$ cat config.mk
export PLATFORM = sky130hd
export DESIGN_NAME = iss_ctrl
export DESIGN_NICKNAME = d
export VERILOG_FILES = /design/src/rtl/iss_pkg.sv /design/src/rtl/iss_ctrl.sv
export SDC_FILE = /design/constraint.sdc
export NUM_CORES = 1
export LEC_CHECK = 0
export ABC_AREA = 1
export BUFFER_PORTS_ARGS = -buffer_cell sky130_fd_sc_hd__clkbuf_2
export CAP_MARGIN = 25
export CORE_ASPECT_RATIO = 0.7
export CORE_MARGIN = 10
export CORE_UTILIZATION = 51
export CTS_CLUSTER_SIZE = 24
export DETAILED_ROUTE_END_ITERATION = 12
export GPL_TIMING_DRIVEN = 0
export PLACE_DENSITY = 0.87
export SLEW_MARGIN = 20
export SYNTH_ARGS = -nofsm -noshare
export SYNTH_HDL_FRONTEND = slang
export SYNTH_SLANG_ARGS = --single-unit
$ cat constraint.sdc
create_clock -name i_clk -period 2.39 [get_ports i_clk]
set_input_delay 0 -clock i_clk [delete_from_list [all_inputs] [get_ports i_clk]]
set_output_delay 0 -clock i_clk [all_outputs]
set_load 0.05 [all_outputs]
$ cat src/rtl/iss_pkg.sv
// ----------------------------------------------------------------------------
// iss_pkg
// Shared types and field widths for the indexed sequence store.
// ----------------------------------------------------------------------------
package iss_pkg;

    localparam int FUNC_W   = 3;
    localparam int POS_W    = 6;
    localparam int VALUE_W  = 32;
    localparam int STATUS_W = 2;
    localparam int COUNT_W  = 7;

    typedef enum logic [FUNC_W-1:0] {
        FUNC_APPEND = 3'd0,
        FUNC_INSERT = 3'd1,
        FUNC_REMOVE = 3'd2,
        FUNC_READ   = 3'd3,
        FUNC_CLEAR  = 3'd4
    } t_func;

    typedef enum logic [STATUS_W-1:0] {
        ST_OK    = 2'd0,
        ST_RANGE = 2'd1,
        ST_EMPTY = 2'd2,
        ST_FULL  = 2'd3
    } t_status;

    typedef enum logic {
        S_IDLE = 1'b0,
        S_READ = 1'b1
    } t_state;

    // broadcast to every cell of the chain
    typedef struct packed {
        logic shift_up;
        logic shift_down;
        logic read;
    } t_cell_ctl;

endpackage

$ cat src/rtl/iss_ctrl.sv
// ----------------------------------------------------------------------------
// iss_ctrl
// Command decode, entry count, request handshake and result register.
// ----------------------------------------------------------------------------
module iss_ctrl #(
    parameter int DEPTH = 64,
    parameter int CW    = 7,
    parameter int PW    = 7
) (
    input  logic                            i_clk,
    input  logic                            i_rst_n,
    input  logic                            i_in_valid,
    output logic                            o_in_stall,
    input  logic [iss_pkg::FUNC_W-1:0]      i_func,
    input  logic [iss_pkg::POS_W-1:0]       i_position,
    output iss_pkg::t_cell_ctl              o_ctl,
    output logic [PW-1:0]                   o_index,
    input  logic [iss_pkg::VALUE_W-1:0]     i_read_data,
    output logic                            o_out_valid,
    input  logic                            i_out_stall,
    output logic [iss_pkg::VALUE_W-1:0]     o_read_value,
    output logic [iss_pkg::STATUS_W-1:0]    o_status,
    output logic [iss_pkg::COUNT_W-1:0]     o_count
);

    localparam int XW = (CW > iss_pkg::COUNT_W) ? CW : iss_pkg::COUNT_W;

    iss_pkg::t_state  r_state;
    iss_pkg::t_state  n_state;
    iss_pkg::t_status st;
    iss_pkg::t_cell_ctl ctl;

    logic [CW-1:0]  r_count;
    logic [CW-1:0]  n_count;
    logic [PW-1:0]  pos_ext;
    logic [PW-1:0]  cnt_ext;
    logic [XW-1:0]  cnt_x;
    logic           accept;
    logic           is_read;
    logic           full;
    logic           empty;
    logic           out_taken;

    logic                            r_out_valid;
    logic [iss_pkg::VALUE_W-1:0]     r_read_value;
    logic [iss_pkg::STATUS_W-1:0]    r_status;
    logic [iss_pkg::COUNT_W-1:0]     r_count_out;

    assign out_taken = r_out_valid && !i_out_stall;
    assign accept    = i_in_valid && !o_in_stall;
    assign is_read   = (iss_pkg::t_func'(i_func) == iss_pkg::FUNC_READ);
    assign pos_ext   = PW'(i_position);
    assign cnt_ext   = PW'(r_count);
    assign full      = (r_count == CW'(DEPTH));
    assign empty     = (r_count == '0);

    // command decode
    always_comb begin
        st      = iss_pkg::ST_OK;
        ctl     = '0;
        n_count = r_count;
        o_index = pos_ext;
        unique case (iss_pkg::t_func'(i_func))
            iss_pkg::FUNC_APPEND: begin
                o_index = cnt_ext;
                if (full) begin
                    st = iss_pkg::ST_FULL;
                end else begin
                    ctl.shift_up = 1'b1;
                    n_count      = CW'(r_count + CW'(1));
                end
            end
            iss_pkg::FUNC_INSERT: begin
                if (full) begin
                    st = iss_pkg::ST_FULL;
                end else if (pos_ext > cnt_ext) begin
                    st = iss_pkg::ST_RANGE;
                end else begin
                    ctl.shift_up = 1'b1;
                    n_count      = CW'(r_count + CW'(1));
                end
            end
            iss_pkg::FUNC_REMOVE: begin
                if (empty) begin
                    st = iss_pkg::ST_EMPTY;
                end else if (pos_ext >= cnt_ext) begin
                    st = iss_pkg::ST_RANGE;
                end else begin
                    ctl.shift_down = 1'b1;
                    n_count        = CW'(r_count - CW'(1));
                end
            end
            iss_pkg::FUNC_READ: begin
                if (empty) begin
                    st = iss_pkg::ST_EMPTY;
                end else if (pos_ext >= cnt_ext) begin
                    st = iss_pkg::ST_RANGE;
                end else begin
                    ctl.read = 1'b1;
                end
            end
            iss_pkg::FUNC_CLEAR: begin
                n_count = '0;
            end
            default: begin
            end
        endcase
    end

    assign o_ctl = accept ? ctl : '0;
    assign cnt_x = XW'(n_count);

    // next state
    always_comb begin
        n_state = r_state;
        unique case (r_state)
            iss_pkg::S_IDLE: begin
                if (accept && is_read) begin
                    n_state = iss_pkg::S_READ;
                end
            end
            iss_pkg::S_READ: begin
                n_state = iss_pkg::S_IDLE;
            end
            default: begin
                n_state = iss_pkg::S_IDLE;
            end
        endcase
    end

    // outputs of the state machine
    always_comb begin
        unique case (r_state)
            iss_pkg::S_IDLE: o_in_stall = r_out_valid && i_out_stall;
            iss_pkg::S_READ: o_in_stall = 1'b1;
            default:         o_in_stall = 1'b1;
        endcase
    end

    always_ff @(posedge i_clk) begin
        if (!i_rst_n) begin
            r_state     <= iss_pkg::S_IDLE;
            r_count     <= '0;
            r_out_valid <= 1'b0;
        end else begin
            r_state <= n_state;
            if (accept) begin
                r_count <= n_count;
            end
            // a read shows its result only from the read state, once the taps are loaded
            if ((accept && !is_read) || (r_state == iss_pkg::S_READ)) begin
                r_out_valid <= 1'b1;
            end else if (out_taken) begin
                r_out_valid <= 1'b0;
            end
        end
    end

    always_ff @(posedge i_clk) begin
        if (accept) begin
            r_status     <= st;
            r_count_out  <= cnt_x[iss_pkg::COUNT_W-1:0];
            r_read_value <= '0;
        end else if (r_state == iss_pkg::S_READ) begin
            r_read_value <= i_read_data;
        end
    end

    assign o_out_valid  = r_out_valid;
    assign o_read_value = r_read_value;
    assign o_status     = r_status;
    assign o_count      = r_count_out;

endmodule

---- Yosys cells after proc, flatten, opt, wreduce, memory -nomap -nowiden ----
Index checks and enable logic that the tools add are counted.
operators by class
  add/sub/neg operators ................... 2
  magnitude comparators ................... 2
  eq/ne operators ......................... 5
  mux-type cells .......................... 27
  bitwise gates (word level) .............. 1
  reductions and logical operators ........ 13
operators with widths
  kind                                                  count
  2-to-1 mux 7 bit                                      6
  case mux 7 bit (4 select lines)                       1
  2-to-1 mux 1 bit                                      12
  adder 7 x 1 -> 7 bit (second input constant)          1
  equality test 7 bit (second input constant)           1
  >= comparator 6 x 7 -> 1 bit                          1
  > comparator 6 x 7 -> 1 bit                           1
  zero test 7 bit                                       1
  subtractor 7 x 1 -> 7 bit (second input constant)     1
  equality test 3 x 2 -> 1 bit (second input constant)  2
  2-to-1 mux 2 bit                                      3
  case mux 1 bit (2 select lines)                       3
  case mux 2 bit (3 select lines)                       1
  logical AND 1 bit                                     5
  equality test 3 x 1 -> 1 bit (second input constant)  1
  equality test 3 bit (second input constant)           1
  zero test 1 bit                                       3
  zero test 3 bit                                       1
  2-to-1 mux 3 bit                                      1
  nonzero test 2 bit                                    1
  OR reduction 2 bit                                    1
  logical OR 1 bit                                      1
  inverter 1 bit                                        1
word-level totals
  register bits ........................... 50
  input bits .............................. 45
  output and inout bits ................... 53

---- Depth between registers and ports, before layout ----
  depth in word-level cells ............... 7
  gate-level depth with buffers ........... 15

---- Worst setup path after synthesis ----
OpenSTA, ideal clock, no wires.
  path kind ............................... register to output
  from .................................... register r_count[5], in the netlist cnt_ext[5]
  to ...................................... output o_ctl[2] (netlist name)
  data arrival time ....................... 2.144 ns
  path slack .............................. 0.246 ns
  cell stages (with the launch flop) ...... 12
  cells stage by stage .................... dfxtp_1 inv_1 ha_1 inv_1 nor2_4 a21oi_4 nand2_4 nand2_4 nand2_2 nand2_1 inv_1 nor2_1
RTL lines
  what                    RTL line         RTL
  start, declared         iss_ctrl.sv:33   logic [CW-1:0] r_count;
  start signal, assigned  iss_ctrl.sv:148  r_count <= n_count;
  end, declared           iss_ctrl.sv:16   output iss_pkg::t_cell_ctl o_ctl,

==> out/metrics.csv <==
metric;value;unit
register area share after synthesis;37.41;%
PortBufs;97;
crit-path max cell delay;0.33;ns
Mapped Cells;370;
CP Capture Type;primary output;
routability cong.;0.9598;
IO Count;98;
pre-CTS setup slack;0.2042;ns
initial antenna violation count;0;
peak supply drop;368.6;µV
clock sinks;50;
first-pass GRT wire length;12430;µm
pwr/cell area;562.0;nW/µm²
Remaining Overflow, GRT;0;
Clock Pin Slew Worst Setup and Hold Paths;0.10;ns
worst hold-check path type;input port to flip-flop;
Core ar.;5395;µm²
most frequent cells in the layout;nand2_1 (96), clkbuf_2 (95), inv_1 (62);
initial core utilization;54.06;%
maxcap violations;0;
DPL Wire Length;6300;µm
crit-path max FO;8;
synthesized net count;424;
first drt pass iteration count;4;
Fin Clk Skew;0.008921;ns
nets;538;
total track usage;16.14;%
type of origin of the critical path;flip-flop;
setup_tns;0;ns
H-tree depth;2;
slew margin rel.;69.43;%
pin count of the biggest net entering global routing;19;
Yosys warning count;0;
Root Buffer;clkbuf_8;
worst-path cell chain;buf_6 -> inv_1 -> ha_1 -> a21oi_1 -> nand2_1 -> nand2_2 -> nand2_4 -> nand2_4 -> nand2_2 -> nand2_1 -> inv_1 -> nor2_1 -> buf_6;
Cells after DPL;539;
Final Util;68.69;%
TritonCTS Buffers;5;
ANT nets after route;0;
setup ws final;0.1183;ns
commonest non-fill, non-tap cell in the layout;nand2_1;
Iter 0 DRT Violations;102;
Distinct cells, synth;31;
worst-case hold slack;0.007721;ns
Worst EP arrival;2.27;ns
number of setup violations in the final report;0;
synthesized flop and latch total;50;
Max Slew Vio Count;0;
Non-Filler Instances;557;
outcome;finished clean;
syn avg cell area;7.883;µm²
CTS Buffer Depth;2;
number of global-route vias before repair;2682;
filler cell count;456;
Worst path slowest cell;dfxtp_1;
Syn Std Cell Area;2917;µm²
die width;110.4;µm
Largest delay share family, worst path;simple AND/OR/NAND/NOR gates;
Max Clock Freq;440.2;MHz
RSZ-0062 raised after global routing;no;
Remaining DRCs;0;
DR vias/cell;4.930;
crit path time final;2.272;ns
Clock Latency Late Sink;0.30;ns
Worst-Margin Slew;0.4585;ns
Hold Vio Cnt, Final;0;
Die ar.;9192;µm²
WS Path Type;flip-flop to primary output;
Die Ht;83.27;µm
Critical Path RT;2.39;ns
wire per inst;13.91;µm
ant diodes;0;
Post-Route WL;7749;µm
WP buf/inv;4;
Area Overhead vs Synth;27.07;%
Final Cycle Share;95.05;%
via count;2746;
FP Rows;22;
share of cells above drive strength 1;38.14;%
P_leak;2.173;nW
TritonCTS clock tree;built;
[synthesized netlist by cell type]
cell type  instances  share of area (%)
nand2_1           96                 12
inv_1             62                8.0
dfxtp_1           41                 28
mux2_2            32                 12
nand3_1           23                3.9
nor2_1            21                2.7
o21ai_0           13                2.2
edfxtp_1           9                9.3
ha_1               9                3.9
nand2_2            7                1.5
nand4_1            7                1.5
a21oi_1            6                1.0
buf_2              5               0.86
xor2_1             5                1.5
a21oi_2            4                1.2
clkbuf_1           4               0.51
inv_2              4               0.51
buf_6              3                1.2
nor2_4             3                1.2
nand2_4            2               0.77
nand3_2            2               0.69
nand4_2            2               0.86
nor2_2             2               0.43
a21oi_4            1               0.56
inv_6              1               0.30
nand3_4            1               0.60
nand3b_4           1               0.69
nor3_2             1               0.34
nor3_4             1               0.56
o21ai_1            1               0.17
o31ai_1            1               0.26
[sequential cells by signal (all words and copies together), names as in the netlist]
name and cells:
r_state 1, cnt_ext 7, o_status 2, o_count 7, o_read_value 32, o_out_valid 1
[worst paths after layout]
| kind | start | end | slack [ns] | cells past startpoint |
|---|---|---|---|---|
| worst max-delay path | cnt_ext[2] | o_ctl[2] | 0.12 | 13 |
| worst min register to register | o_read_value[18] | o_read_value[18] | 0.57 | 3 |
| worst max register to register | cnt_ext[3] | o_count[0] | 0.31 | 13 |
| worst min-delay path | i_read_data[9] | o_read_value[9] | 0.008 | 4 |
[cell families after synthesis]
group / Yosys count / synth area share (%)
fa+ha+maj: 9 / 3.861
flops: 50 / 37.41
buf+inv: 79 / 11.33
xor+xnor: 5 / 1.501
compound gates: 26 / 5.448
mux: 32 / 12.36
simple gates: 169 / 28.10
[power by group]
part / leakage, nW / internal (mW) / switching (mW)
clock network: 0.0567 / 0.272 / 0.280
logic: 1.69 / 0.193 / 0.411
registers: 0.424 / 0.901 / 0.0258
total: 2.17 / 1.37 / 0.717
[area by class of cell]
cell class                 count  area (µm²)  area share [%]
multi-input combinational    241        1498           40.41
tap                           72       90.09           2.431
clock buffer                   6       93.84           2.532
sequential                    50        1096           29.57
buffer                        12       73.82           1.992
inverter                      67       256.5           6.921
clock inverter                 2       13.76          0.3714
timing repair buffer         107       584.3           15.77
[per-stage QoR]
step,power [mW],cell area [µm²]
final,2.083,3706
after global routing,2.191,3706
after CTS,2.094,3676
after detailed placement,1.529,3492
after global placement,1.514,3492
after floorplan,1.379,2917
[routing by layer]
metal / routed length, µm / vias up / global-route usage (%)
met5: 0 / - / 0
met4: 40 / 0 / 2.543
met3: 822 / 6 / 4.784
li1: - / 1402 / -
met2: 3749 / 107 / 28.13
met1: 3136 / 1231 / 19.12
[worst register-to-register path, delay by kind of cell (launching register included)]
kind                     cells  cell delay [ns]
flip-flops                   1             0.42
adder cells (fa/ha/maj)      1             0.30
AND/OR/NAND/NOR              9             0.83
buffers and inverters        3             0.30
[timing repair]
action | CTS | global route
setup endpoints to repair | 1 | 2
pin swaps | 0 | 2
buffers inserted | 0 | 3
resized for setup | 4 | 5
hold buffers | 7 | 0
endpoints found under the hold margin | 7 | 0
No activity file was read; power rests on OpenSTA's default activity.
