## config.mk

```make
export PLATFORM = sky130hd
export DESIGN_NAME = iss_cell
export DESIGN_NICKNAME = d
export VERILOG_FILES = /design/src/rtl/iss_pkg.sv /design/src/rtl/iss_cell.sv
export SDC_FILE = /design/constraint.sdc
export NUM_CORES = 1
export LEC_CHECK = 0
export BUFFER_PORTS_ARGS = -buffer_cell sky130_fd_sc_hd__buf_4
export CAP_MARGIN = 20
export CORE_MARGIN = 8
export CORE_UTILIZATION = 40
export DETAILED_ROUTE_END_ITERATION = 6
export GPL_TIMING_DRIVEN = 0
export PLACE_DENSITY = 0.76
export REMOVE_ABC_BUFFERS = 1
export SKIP_CTS_REPAIR_TIMING = 1
export SLEW_MARGIN = 20
export SYNTH_ARGS = -nofsm -noshare
export SYNTH_HDL_FRONTEND = slang
export SYNTH_SLANG_ARGS = --single-unit
```

## constraint.sdc

```tcl
create_clock -name i_clk -period 4.3 [get_ports i_clk]
set_clock_uncertainty 0.05 [all_clocks]
set_input_delay 0.215 -clock i_clk [delete_from_list [all_inputs] [get_ports i_clk]]
set_output_delay 0.215 -clock i_clk [all_outputs]
set_load 0.03 [all_outputs]
```

## src/rtl/iss_pkg.sv

```systemverilog
// ----------------------------------------------------------------------------
// iss_pkg
// Shared types and field widths for the indexed sequence store.
// ----------------------------------------------------------------------------
package iss_pkg;

    localparam int FUNC_W   = 3;
    localparam int POS_W    = 6;
    localparam int VALUE_W  = 32;
    localparam int STATUS_W = 2;
    localparam int COUNT_W  = 7;

    typedef enum logic [FUNC_W-1:0] {
        FUNC_APPEND = 3'd0,
        FUNC_INSERT = 3'd1,
        FUNC_REMOVE = 3'd2,
        FUNC_READ   = 3'd3,
        FUNC_CLEAR  = 3'd4
    } t_func;

    typedef enum logic [STATUS_W-1:0] {
        ST_OK    = 2'd0,
        ST_RANGE = 2'd1,
        ST_EMPTY = 2'd2,
        ST_FULL  = 2'd3
    } t_status;

    typedef enum logic {
        S_IDLE = 1'b0,
        S_READ = 1'b1
    } t_state;

    // broadcast to every cell of the chain
    typedef struct packed {
        logic shift_up;
        logic shift_down;
        logic read;
    } t_cell_ctl;

endpackage

```

## src/rtl/iss_cell.sv

```systemverilog
// ----------------------------------------------------------------------------
// iss_cell
// One entry of the store: holds a word, takes its left neighbor on insert,
// its right neighbor on remove, and drives a registered read tap.
// ----------------------------------------------------------------------------
module iss_cell #(
    parameter int DATA_WIDTH = 32,
    parameter int IDX_W      = 7,
    parameter int IDX        = 0
) (
    input  logic                  i_clk,
    input  iss_pkg::t_cell_ctl    i_ctl,
    input  logic [IDX_W-1:0]      i_index,
    input  logic [DATA_WIDTH-1:0] i_value,
    input  logic [DATA_WIDTH-1:0] i_left,
    input  logic [DATA_WIDTH-1:0] i_right,
    output logic [DATA_WIDTH-1:0] o_data,
    output logic [DATA_WIDTH-1:0] o_tap
);

    localparam logic [IDX_W-1:0] MY_IDX = IDX_W'(IDX);

    logic [DATA_WIDTH-1:0] r_data;
    logic [DATA_WIDTH-1:0] n_data;
    logic [DATA_WIDTH-1:0] r_tap;
    logic [DATA_WIDTH-1:0] n_tap;
    logic                  hit;
    logic                  above;

    assign hit   = (i_index == MY_IDX);
    assign above = (MY_IDX > i_index);

    always_comb begin
        n_data = r_data;
        if (i_ctl.shift_up) begin
            if (hit) begin
                n_data = i_value;
            end else if (above) begin
                n_data = i_left;
            end
        end else if (i_ctl.shift_down) begin
            if (hit || above) begin
                n_data = i_right;
            end
        end
    end

    assign n_tap = (i_ctl.read && hit) ? r_data : '0;

    always_ff @(posedge i_clk) begin
        r_data <= n_data;
        r_tap  <= n_tap;
    end

    assign o_data = r_data;
    assign o_tap  = r_tap;

endmodule

```

-- Word-level counts from Yosys, hierarchy flattened
Index checks and enable logic that the tools add are counted.
- magnitude comparators: 1
- equal/unequal tests: 1
- multiplexer cells: 5
- reductions and logical operators: 6
- operators with widths (operator ; number):
    $mux 32 ; 5
    $gt 1x7->1 const A ; 1
    $logic_not 7->1 ; 1
    $reduce_bool 2->1 ; 2
    $ne 3x1->1 const B ; 1
    $reduce_and 3->1 ; 1
    $logic_and 1x1->1 ; 1
    $logic_or 1x1->1 ; 1
- register bits: 64
- output and inout port bits: 64
- word-level logic and storage cells: 15

-- Depth between registers and ports, before layout
Gate-level depths: netlist of the first run.
- depth after elaboration: 5
- gate-level depth with buffers: 5
- depth with buffers taken out: 3

-- Worst setup path before layout of the first run
Ideal clock, no wire load.
- path type: input to register
- start: in i_index[4]
- end: reg r_data[0], in the netlist o_data[0], enable pin
- setup time: 0.391 ns
- arrival: 1.982 ns
- setup slack: 1.877 ns
- cell stages on the path: 5
- cells stage by stage: or4_4 > buf_6 > nor2_8 > buf_6 > o21a_1
- longest elaborated chain between the ends: 4
- elaborated cells between the ends (all ways): 6
- classes of those cells: order compare (1); eq/ne (1); reduce/logical (4)
- RTL lines (element ; RTL line ; source):
    start, declared ; iss_cell.sv:13 ; input logic [IDX_W-1:0] i_index,
    $gt 1x7->1 or $logic_not 7->1 (tied branches) ; iss_cell.sv:31, iss_cell.sv:30 ;
    $logic_or 1x1->1 ; iss_cell.sv:42 ; if (hit || above) begin
    $reduce_bool 2->1 (no line) ; -- ;
    $reduce_and 3->1 (no line) (*) ; -- ;
    end signal, assigned ; iss_cell.sv:51 ; r_data <= n_data;
    end, declared ; iss_cell.sv:23 ; logic [DATA_WIDTH-1:0] r_data;
Every way passes the cells marked *; elsewhere a longest branch is shown, timed or not.
A chain may end at the register's enable or synchronous reset.

-- Final worst setup path of the first run
- start: in i_index[3]
- end: reg r_data[10], in the netlist o_data[10], enable pin
Same word-level chain as after synthesis.

==> metrics.md, run 1 <==
| Metric | Value |
|---|---|
| Status | finished clean |
| CP max FO | 46 |
| Die width | 98.2 um |
| CP startpoint kind | input port |
| CP Data Arrival Time | 2.37 ns |
| Post-Route WL | 8.37 mm |
| PwrDens | 299 nW/um2 |
| Top FF cell, synth | edfxtp_1 |
| GRT overflow | 0 |
| Root Buffer | clkbuf_8 |
| Placement row count | 30 |
| TritonCTS clock tree | yes |
| Final ANT Viol Nets | 0 |
| DR top layer | met4 |
| Worst skew pair latency | 0.33 ns |
| Fin. Hold Viols | 0 |
| Max Clk Rate | 405 MHz |
| Max_cap viols | 0 |
| Largest net degree at the start of global routing | 64 |
| H-tree Lvls | 3 |
| Pleak | 1.95 nW |
| I/O pin total | 171 |
| Initial antenna violation count | 0 |
| Most instantiated cells after synthesis | and3_1, dfxtp_1, edfxtp_1 |
| Crit path max-delay cell type | o21a_2 |
| Detail-routed via count per cell | 5.15 |
| First-pass GRT wire length | 12.9 mm |
| DR pass1 iterations | 4 |
| Clock buffer count from CTS | 9 |
| Yosys Warn Count | 0 |
| Iter 0 DRT Violations | 88 |
| Syn-to-layout area delta | 54.2% |
| Vias | 2581 |
| CTS Sinks | 64 |
| DPL Wire Length | 6.32 mm |
| Wl on met1 | 3.14 mm |
| Final Wtd Congestion | 0.780 |
| Ratio of cells with drive above 1 in the final layout | 45.8% |
| GR Util All Layers | 16.7% |
| R2R cell count | 1 |
| Worst path cell trace | buf_4, or3_1, nor2_8, o21a_2 |
| Hold Crit Class | input port to register |
| Maximum VDD drop | 0.000127 V |
| Drt wl/cell | 16.7 um |
| Top cells by area, synth | edfxtp_1, dfxtp_1, and3_1 |
| Synthesized area per cell | 10.6 um2 |
| Setup Total Neg Slack | 0 ns |
| Async S/R FF share, synth | 0% |
| N_diodes | 0 |
| Clock period minus worst slack | 2.47 ns |
| Chip height | 98.2 um |
| Met2 WL | 4.33 mm |
| Clock buffer depth | 2 |
| Max incr delay on CP | 0.74 ns |
| Core area | 6680 um2 |
| Fin util | 62.4% |
| Starting Density | 40.5% |
| Post-synth top area cell | edfxtp_1 |
| RSZ-0062 raised after global routing | no |
| Number of remaining DRC errors | 0 |
| Slew @ Worst Pin | 0.823 ns |
| Number of I/O port buffers | 170 |
| CP Class | input port to register |
| Die footprint | 9650 um2 |
| Post-synth EDFFs | 32 |
| Worst setup EP type | register |
| Fin nets | 523 |
| Worst-path clk slew | 0.07 ns |
| Library cells used by synthesis | 22 |
| Synth Register Bits | 64 |
| Slew HR | 45.1% |
| Worst hold stages | 2 |
| Final setup violation count | 0 |
| Met3 Wirelength | 723 um |
| CP Data Required Time | 4.20 ns |
| Synth top area share | 35.5% |
| Vias in the first global route | 2545 |
| Fin crit share | 57.4% |
| Sequential element share of the synthesized area | 59.2% |
| Min Hold Slack | 0.141 ns |
| Mapped Area | 2710 um2 |
| Final Slew Violations | 0 |
| Post-synthesis instance total | 256 |
flip-flops by register name (all words and copies together) (netlist names):
signal,flops
o_data,32
o_tap,32
routing by layer:
metal,vias to the layer above,global-route usage (%)
li1,1266,-
met1,1186,17.6
met2,115,29.2
met3,14,5.83
met4,0,7.91
met5,-,0
final timing paths:
kind | startpoint | slack, ns | end
max | i_index[3] | 1.83 | o_data[10]
max reg2reg | o_data[3] | 3.56 | o_tap[3]
min reg2reg | o_data[27] | 0.45 | o_tap[27]
min | i_right[28] | 0.14 | o_data[28]
cells in the final DEF, fill, tap and decap left out, drive strengths merged:
cell,instances
buf,174
nor3,1
dfxtp,32
or4,1
nand3,16
nor4,1
a21oi,16
or3,1
nand2,13
o21ai,19
a31oi,19
clkbuf,13
a221o,13
inv,1
clkinv,2
nor2,20
o21a,1
edfxtp,32
and2,13
and3,32
clkinvlp,1
layout make-up:
class	instances	area, um2
clock buffer	13	159
clock inverter	3	17.5
fill	581	2510
inverter	1	3.75
multi-input combinational	166	983
sequential	64	1600
tap	80	100
timing repair buffer	174	1310
cell families after synthesis:
logic type	Yosys count	share of synthesized area, %
AOI/OAI and AO/OA	68	16.0
buffers and inverters	26	5.00
and+or+nand+nor	98	19.8
DFF	64	59.2
worst max-delay path: cells and delay by family:
kind                   cells  cell delay (ns)
and+or+nand+nor            2             1.27
AOI/OAI and AO/OA          1             0.74
buffers and inverters      1             0.11
where the power goes:
part	total (mW)	switching [mW]	leakage (nW)	internal [mW]
logic	0.150	0.0613	1.32	0.0884
registers	0.645	0.000822	0.547	0.644
clock network	0.452	0.213	0.0894	0.239
total	1.25	0.275	1.95	0.972
per-stage QoR:
step	instances	cell area, um2	setup slack (ns)	power, mW
finish	501	4170	1.83	1.25
global route	501	4170	1.68	1.30
CTS	501	4170	1.82	1.26
detailed placement	485	4000	1.46	0.808
global placement	481	3950	0.460	0.801
floorplan	231	2570	1.63	0.708
Note: power is estimated with default switching activity, not from simulation.
==> run 2, diff against run 1 <==
==> constraint.sdc (replaced) <==
create_clock -name i_clk -period 2.3 [get_ports i_clk]
set_clock_uncertainty 0.05 [all_clocks]
set_input_delay 0.115 -clock i_clk [delete_from_list [all_inputs] [get_ports i_clk]]
set_output_delay 0.115 -clock i_clk [all_outputs]
set_load 0.03 [all_outputs]
==> run 2 against run 1 <==
Combinational power grew 87%; global-route usage is the same; cell area grew 0.15%; via count is 0.74% lower; total power rose by 87%; non-clock buffer count is the same; largest power group unchanged; highest routed layer unchanged; worst hold slack got worse by 0.10 ns; register-to-register slack worse by 2.0 ns; sequential cell count is the same; critical path type unchanged; critical path depth did not move.
==> metrics.md, run 2 (same netlist as run 1, synthesis figures left out) <==
| Metric | Value |
|---|---|
| Status | finished clean |
| H-tree Lvls | 3 |
| GRT overflow | 0 |
| R2R cell count | 1 |
| Final setup violation count | 0 |
| Vias in the first global route | 2545 |
| Max incr delay on CP | 0.70 ns |
| Hold_sp | i_right[28] |
| N_diodes | 0 |
| CP Class | input port to register |
| RSZ-0062 raised after global routing | no |
| CP Data Arrival Time | 2.03 ns |
| Final Wtd Congestion | 0.780 |
| Placement row count | 30 |
| Reg2Reg Setup Slack | 1.56 ns |
| Core area | 6680 um2 |
| Pleak | 1.95 nW |
| Sw Ratio | 22.1% |
| Clock buffer count from CTS | 9 |
| Starting Density | 40.5% |
| Clock buffer depth | 2 |
| Worst skew pair latency | 0.33 ns |
| Hold Crit Class | input port to register |
| Slew HR | 46.4% |
| Maximum VDD drop | 0.000237 V |
| Psw | 0.516 mW |
| Fin crit share | 91.6% |
| Worst hold stages | 2 |
| Chip height | 98.2 um |
| Post-Route WL | 8.36 mm |
| Die footprint | 9650 um2 |
| WHS Endpoint | o_data[28] |
| Drt wl/cell | 16.7 um |
| Worst path cell trace | buf_4, or3_1, nor2_8, o21a_4 |
| PwrDens | 558 nW/um2 |
| Number of remaining DRC errors | 0 |
| Min Hold Slack | 0.0407 ns |
| P_int | 1.82 mW |
| Crit path max-delay cell type | or3_1 |
| CP startpoint kind | input port |
| Reg-to-Reg Start | o_data[3] |
| Sequential Power Share | 51.7% |
| Clock period minus worst slack | 2.11 ns |
| Iter 0 DRT Violations | 92 |
| Worst-path clk slew | 0.07 ns |
| Fin nets | 523 |
| Max_cap viols | 0 |
| Most frequent cells in the layout | buf_4, and3_1, edfxtp_1, dfxtp_1 |
| Initial antenna violation count | 0 |
| Dpl cell area | 4000 um2 |
| DR pass1 iterations | 4 |
| Commonest non-fill, non-tap cell in the layout | buf_4 |
| Detail-routed via count per cell | 5.11 |
| Number of I/O port buffers | 170 |
| Slew @ Worst Pin | 0.804 ns |
| Setup Total Neg Slack | 0 ns |
| CP max FO | 46 |
| CP Data Required Time | 2.22 ns |
| Max Clk Rate | 475 MHz |
| Ratio of cells with drive above 1 in the final layout | 45.8% |
| TritonCTS clock tree | yes |
| Combinational Power Share | 12.0% |
| Die width | 98.2 um |
| Clock group share of total power | 36.3% |
| Final Slew Violations | 0 |
| I/O pin total | 171 |
| CTS Sinks | 64 |
| Fin. Hold Viols | 0 |
| Syn-to-layout area delta | 54.4% |
| Root Buffer | clkbuf_8 |
| Worst setup EP type | register |
| First-pass GRT wire length | 12.9 mm |
| Reg2reg end | o_tap[3] |
| Vias | 2562 |
| GR Util All Layers | 16.7% |
| Final ANT Viol Nets | 0 |
| Fin util | 62.5% |
| Design area | 4180 um2 |
| DPL Wire Length | 6.32 mm |
| FILL cells | 582 |
| Largest net degree at the start of global routing | 64 |
## run 2: area by class of cell
type	count	area [um2]	area share, %
multi-input combinational	166	990	23.7
timing repair buffer	174	1310	31.3
clock inverter	3	17.5	0.419
sequential	64	1600	38.3
tap	80	100	2.40
inverter	1	3.75	0.0898
clock buffer	13	159	3.80
## run 2: per-layer routing
metal	vias to the layer above	wire length (um)	global-route usage (%)	part of all wire, %
li1	1265	-	-	-
met1	1174	3130	17.6	37
met2	109	4350	29.2	52
met3	14	696	5.83	8.3
met4	0	180	7.91	2.2
met5	-	0	0	0
## run 2: worst max path at each step
stage	slack (ns)	from	cells after the start	end
2_1_floorplan	-0.27	i_index[3]	3	o_data[11]
3_3_place_gp	-1.44	i_index[3]	4	o_data[15]
3_5_place_dp	-0.44	i_index[3]	4	o_data[9]
4_1_cts	-0.08	i_index[3]	4	o_data[10]
5_1_grt	0.05	i_index[3]	4	o_data[5]
6_report	0.19	i_index[3]	4	o_data[10]
## run 2: per-stage QoR
stage                     std cells  power (mW)  worst slack [ns]
after floorplan                 231        1.32            -0.272
after global placement          481        1.50             -1.44
after detailed placement        485        1.51            -0.436
after CTS                       501        2.35           -0.0841
after global routing            501        2.43            0.0549
final                           501        2.33             0.194
## run 2: power groups by stage
stage	combinational (mW)	sequential [mW]	clock, mW
final	0.280	1.21	0.847
after global routing	0.304	1.21	0.917
after CTS	0.280	1.21	0.866
after detailed placement	0.280	1.23	0
after global placement	0.266	1.23	0
after floorplan	0.0837	1.24	0
## run 2: critical path, delay by kind of cell
family	cells	cell delay (ns)
AOI/OAI and AO/OA	1	0.51
buffers and inverters	1	0.11
and+or+nand+nor	2	1.26
